===== config.mk =====
export PLATFORM = sky130hd
export DESIGN_NAME = phcc_mul
export DESIGN_NICKNAME = d
export VERILOG_FILES = /design/src/hdl/phcc_pkg.sv /design/src/hdl/phcc_mul.sv
export SDC_FILE = /design/constraint.sdc
export NUM_CORES = 2
export LEC_CHECK = 0
export BUFFER_PORTS_ARGS = -buffer_cell sky130_fd_sc_hd__buf_2
export CAP_MARGIN = 5
export CORE_ASPECT_RATIO = 1.25
export CORE_MARGIN = 2
export CORE_UTILIZATION = 50
export DETAILED_ROUTE_END_ITERATION = 8
export PLACE_DENSITY = 0.69
export SLEW_MARGIN = 20
export SYNTH_ARGS = -nofsm -noshare
export SYNTH_HDL_FRONTEND = slang
export SYNTH_SLANG_ARGS = --single-unit

===== constraint.sdc =====
create_clock -name clk -period 8.1 [get_ports clk]
set_input_delay 1.215 -clock clk [delete_from_list [all_inputs] [get_ports clk]]
set_output_delay 1.215 -clock clk [all_outputs]
set_load 0.03 [all_outputs]

===== src/hdl/phcc_pkg.sv =====
// Shared constants and widths for the pitch homing cascade control core.
package phcc_pkg;

  // Block constants
  localparam int SETTLE_TICKS = 1000;
  localparam int LIMIT_MAX    = 4500;
  localparam int LIMIT_STEP   = 4;
  localparam int SNAP_WINDOW  = 50;
  localparam int DEG_SCALE    = 360;
  localparam int HOME_DIV     = 1500;

  // Field widths
  localparam int ENC_W   = 20;
  localparam int GYRO_W  = 16;
  localparam int OFFS_W  = 16;
  localparam int GAIN_W  = 16;
  localparam int DRIVE_W = 14;
  localparam int LIM_W   = 13;
  localparam int TICK_W  = $clog2(SETTLE_TICKS + 2);

  // Config port
  localparam int CFG_IDX_W  = 2;
  localparam int CFG_DATA_W = 20;
  localparam logic [CFG_IDX_W-1:0] REG_HOME_TARGET   = 2'd0;
  localparam logic [CFG_IDX_W-1:0] REG_POSITION_GAIN = 2'd1;
  localparam logic [CFG_IDX_W-1:0] REG_VELOCITY_GAIN = 2'd2;
  localparam logic [GAIN_W-1:0]    POS_GAIN_RESET    = 16'd2048;
  localparam logic [GAIN_W-1:0]    VEL_GAIN_RESET    = 16'd2560;

  // Shared multiplier
  localparam int MUL_A_W = 32;
  localparam int MUL_B_W = 26;
  localparam int MUL_P_W = MUL_A_W + MUL_B_W;

  // Homing step: |herr| / 1500 as a multiply by a rounded-up reciprocal,
  // exact for magnitudes below 2^20.
  localparam int HOME_SHIFT = 31;
  localparam longint HOME_RECIP = ((64'sd1 <<< HOME_SHIFT) + HOME_DIV - 1) / HOME_DIV;
  localparam int HOME_Q_W = 10;

  // Internal datapath widths
  localparam int HERR_W = ENC_W + 1;
  localparam int DIFF_W = ENC_W + 2;
  localparam int KP_W   = 25;
  localparam int POS_W  = 36;
  localparam int XW     = POS_W + 1;
  localparam int VEL_W  = 34;
  localparam int CPR_SHIFT = 13;
  localparam int VEL_SHIFT = 16;

endpackage


===== src/hdl/phcc_mul.sv =====
// Shared signed multiplier with a registered product.
module phcc_mul
  import phcc_pkg::*;
(
  input  logic                       clk,
  input  logic signed [MUL_A_W-1:0]  mul_a,
  input  logic signed [MUL_B_W-1:0]  mul_b,
  output logic signed [MUL_P_W-1:0]  mul_p
);

  logic signed [MUL_P_W-1:0] prod_r;

  always_ff @(posedge clk) begin
    prod_r <= MUL_P_W'(mul_a) * MUL_P_W'(mul_b);
  end

  assign mul_p = prod_r;

endmodule

# After elaboration in Yosys (flattened, before gate mapping)
# Cells that the tools add are included.
classes:
  mul: 1
ops:
  columns: ["op", "count"]
  rows:
  - ["$mul 32x26->58", 1]
word_totals:
  wordCells: 2
  in_bits: 59
  register_bits: 58
  output_inout_bits: 58

# Logic depth before layout (Yosys ltp)
logic_depth:
  ltp_word: 1
  depth_mapped: 26
  depth_no_buf: 25

# Worst setup path before layout
# OpenSTA, ideal clock, no wires.
synth_timing:
  path_type: "input to register"
  start: "input mul_b[2]"
  end: "register prod_r[50] (netlist: mul_p[50])"
  setup_time_ns: 0.093
  required_ns: 8.007
  n_path_buf: 1
  stages: 23
  setup_slack_ns: 0.021
  arrival_ns: 7.986
  path_cell_list: "clkbuf_1 -> nand2_1 -> inv_1 -> fa_1 -> fa_1 -> inv_1 -> fa_1 -> inv_1 -> fa_1 -> fa_1 -> fa_1 -> inv_1 -> fa_1 -> inv_1 -> ha_1 -> a21o_1 -> a221o_1 -> a21oi_1 -> and2b_2 -> or4b_1 -> or2_2 -> a311o_2 -> o311ai_2"
synth_between:
  elab_chain_cells: 1
synth_rtl:
  columns: ["item", "line_no", "source"]
  rows:
  - ["start, declared", "phcc_mul.sv:7", "input logic signed [MUL_B_W-1:0] mul_b,"]
  - ["$mul 32x26->58", "phcc_mul.sv:14", "prod_r <= MUL_P_W'(mul_a) * MUL_P_W'(mul_b);"]
  - ["end signal, assigned", "phcc_mul.sv:14", null]
  - ["end, declared", "phcc_mul.sv:11", "logic signed [MUL_P_W-1:0] prod_r;"]
# Every way passes these cells.

# Worst setup path after layout
layout_timing:
  start: "input mul_a[23]"
  end: "register prod_r[56] (netlist: mul_p[56])"
layout_between:
  elab_chain_cells: 1
layout_rtl:
  columns: ["item", "line_no", "source"]
  rows:
  - ["start, declared", "phcc_mul.sv:6", "input logic signed [MUL_A_W-1:0] mul_a,"]
  - ["$mul 32x26->58", "phcc_mul.sv:14", null]
# Every way passes these cells.

==> summary.md <==
| Metric | Value |
|---|---|
| Port bufs | `approximately 120` |
| Yosys top cell by area | `fa_1` |
| Post-Syn Area | `0.0304 sq mm` |
| Post-DR vias/cell | `approximately 5` |
| Crit path launch type | `primary input` |
| Pre-CTS setup slack | `-521 ps` |
| Routed len/inst | `between 15 and 20 microns` |
| Final setup vio count | `0` |
| Post-synthesis cell count | `roughly 3,300` |
| Critical path capture point type | `flip-flop` |
| Initial antenna violation count | `9` |
| CTS sink cnt | `just under 60` |
| Routability Congestion | `around 0.93` |
| Synth warnings | `0` |
| Maxcap violations | `0` |
| Num rows | `between 100 and 150` |
| Final Cycle Share | `0.970` |
| Most frequent cells in the layout | `853 x fa_1, 824 x inv_1, 498 x nand2_1, 346 x and2_1, 288 x buf_4` |
| WHS | `roughly 1300 ps` |
| Main synth FF type | `dfxtp_1` |
| Tot GR Track Use | `0.272` |
| Clock slew at reported path FFs | `60 ps` |
| Drt first pass iters | `5` |
| Synthesized net count | `4,326` |
| CP Max Fanout | `9` |
| Die ar. | `between 0.06 and 0.07 sq mm` |
| Setup ws final | `between 200 and 250 ps` |
| Vias in the first global route | `~25,000` |
| Status | `finished, final reports clean` |
| First-pass GRT wire length | `between 100,000 and 150,000 microns` |
| Post-Syn Area per Cell | `roughly 9.3 sq um` |
| Final Critical Period | `slightly below 8000 ps` |
| Ports | `between 100 and 150` |
| WL final | `79,100 microns` |
| Count of flip-flops with a built-in enable after synthesis | `0` |
| Synth async-reset ratio | `0` |
| Sequential fraction of the synthesis area | `0.0382` |
| #FFs+latches synth | `58` |
| DIE HEIGHT | `approximately 280 microns` |
| DRC Markers | `0` |
| Post-synth top area share | `0.563` |
| H-tree depth | `3` |
| Core Area | `about 0.06 sq mm` |
| Hpwl dp | `a little over 70,000 microns` |
| Filler cells | `5,406` |
| CP Class | `primary input to flip-flop` |
| Synthesis-to-layout area growth | `12.9%` |
| Number of flip-flops in the largest register | `58` |
| Final antenna-violating net count | `0` |
| Vias | `approximately 22,000` |
| Pin count of the biggest net entering global routing | `33` |
| Final slew viol count | `0` |
| GRT overflow | `0` |
| Die X | `roughly 220 microns` |
| Worst Tran Pin Value | `~660 ps` |
| Endpoints failing hold | `0` |
| Post-synthesis cell type count | `70` |
| CTS Buf Count | `9` |
| Max-Slew Margin vs Limit | `0.555` |
| Fin nets | `~4,600` |
| Starting Density | `0.503` |
| Critical Path RT | `around 8400 ps` |
| CTS tree | `done` |
| Share of layout cells above drive strength 1 | `0.133` |
| Fmax | `127 MHz` |
| Hold WC Path Type | `primary input to flip-flop` |
| Commonest non-fill, non-tap cell in the layout | `fa_1` |
| Synth area leaders | `fa_1 56%, inv_1 10%, and2_1 7.1%, ha_1 6.5%, nand2_1 6.2%` |
| Initial drt markers | `1,163` |
| Crit path arrival time | `8150 ps` |
| Clock root cell | `clkbuf_16` |
| Clock Path Buffers | `2` |
==> critical path, stage by stage <==
cell	delay (ps)
buf_2	310
nand2_1	140
fa_1	550
inv_1	60
fa_1	560
inv_1	70
fa_1	500
fa_1	530
inv_1	60
fa_1	460
fa_1	520
inv_1	50
fa_1	470
inv_1	40
ha_1	280
nand2_1	80
or3_4	390
or3_4	400
o22ai_4	200
o2111ai_4	200
a2111oi_4	350
buf_6	180
o21ai_2	90
and3_1	180
a311oi_2	230
==> Yosys cell counts, drive strengths merged (2+ instances only) <==
library cell / number
and4: 2
a211oi: 9
nor2b: 5
nand2b: 12
and2: 346
a21o: 17
nor3: 8
clkbuf: 146
a31oi: 3
nand3: 14
or2: 2
and3: 7
nand4: 8
o21bai: 12
or3: 7
o2111ai: 3
a21oi: 62
dfxtp: 58
o311ai: 4
a211o: 2
a2111oi: 2
o21a: 4
fa: 854
o21ai: 35
nor2: 51
ha: 158
nand2: 498
o211ai: 3
and2b: 2
xor2: 18
xnor2: 41
nor4: 2
a221oi: 2
o31ai: 6
inv: 824
buf: 7
==> per-layer routing <==
metal	wire [microns]	global-route usage	up-vias
li1	-	-	9868
met1	27800	0.307	11490
met2	41200	0.483	646
met3	3480	0.0283	225
met4	6610	0.190	6
met5	31	0	-
==> repair_timing <==
item,4_1_cts,5_1_grt
resized for setup,2,22
hold buffers,0,0
pin swaps,0,6
setup endpoints to repair,4,12
buffers inserted,0,1
==> metrics by stage <==
step	utilization	TNS, ps	instances	cell area (sq um)
finish	0.568	0	4323	34300
global route	0.568	-122	4323	34300
CTS	0.566	0	4316	34200
detailed placement	0.561	-4820	4301	33900
global placement	0.561	-3390	4301	33900
floorplan	-	0	3255	30400
==> logic make-up (layout without fill, tap and decap cells) <==
kind of cell	Yosys count	count (layout)	synth area share
AO/OA/AOI/OAI	174	174	0.0377
XOR/XNOR	59	59	0.0170
AND/OR/NAND/NOR	971	971	0.155
adder cells (fa/ha/maj)	1012	1012	0.628
flip-flops	58	58	0.0382
buffers and inverters	981	1271	0.124
other	0	6	0
==> area by class of cell <==
type                    count  area [sq um]  share of cell area
multi-input cells        2216         25500               0.743
repair buffers            431          3290              0.0959
inverters                 825          3100              0.0903
flip-flops and latches     58          1160              0.0339
well taps                 772           966              0.0282
clock buffers              12           256             0.00748
clock inverters             3          15.0            0.000438
diodes                      6          15.0            0.000438
==> path summary, 6_finish.rpt <==
check | startpoint | to | slack [ps] | cells after the start
hold / removal | mul_a[0] | mul_p[0] | 1300 | 3
setup / recovery | mul_a[23] | mul_p[56] | 240 | 25
Power is left out: the tool's default activity adds up to more than one toggle a clock period on the data nets, which glitch-free logic cannot reach.
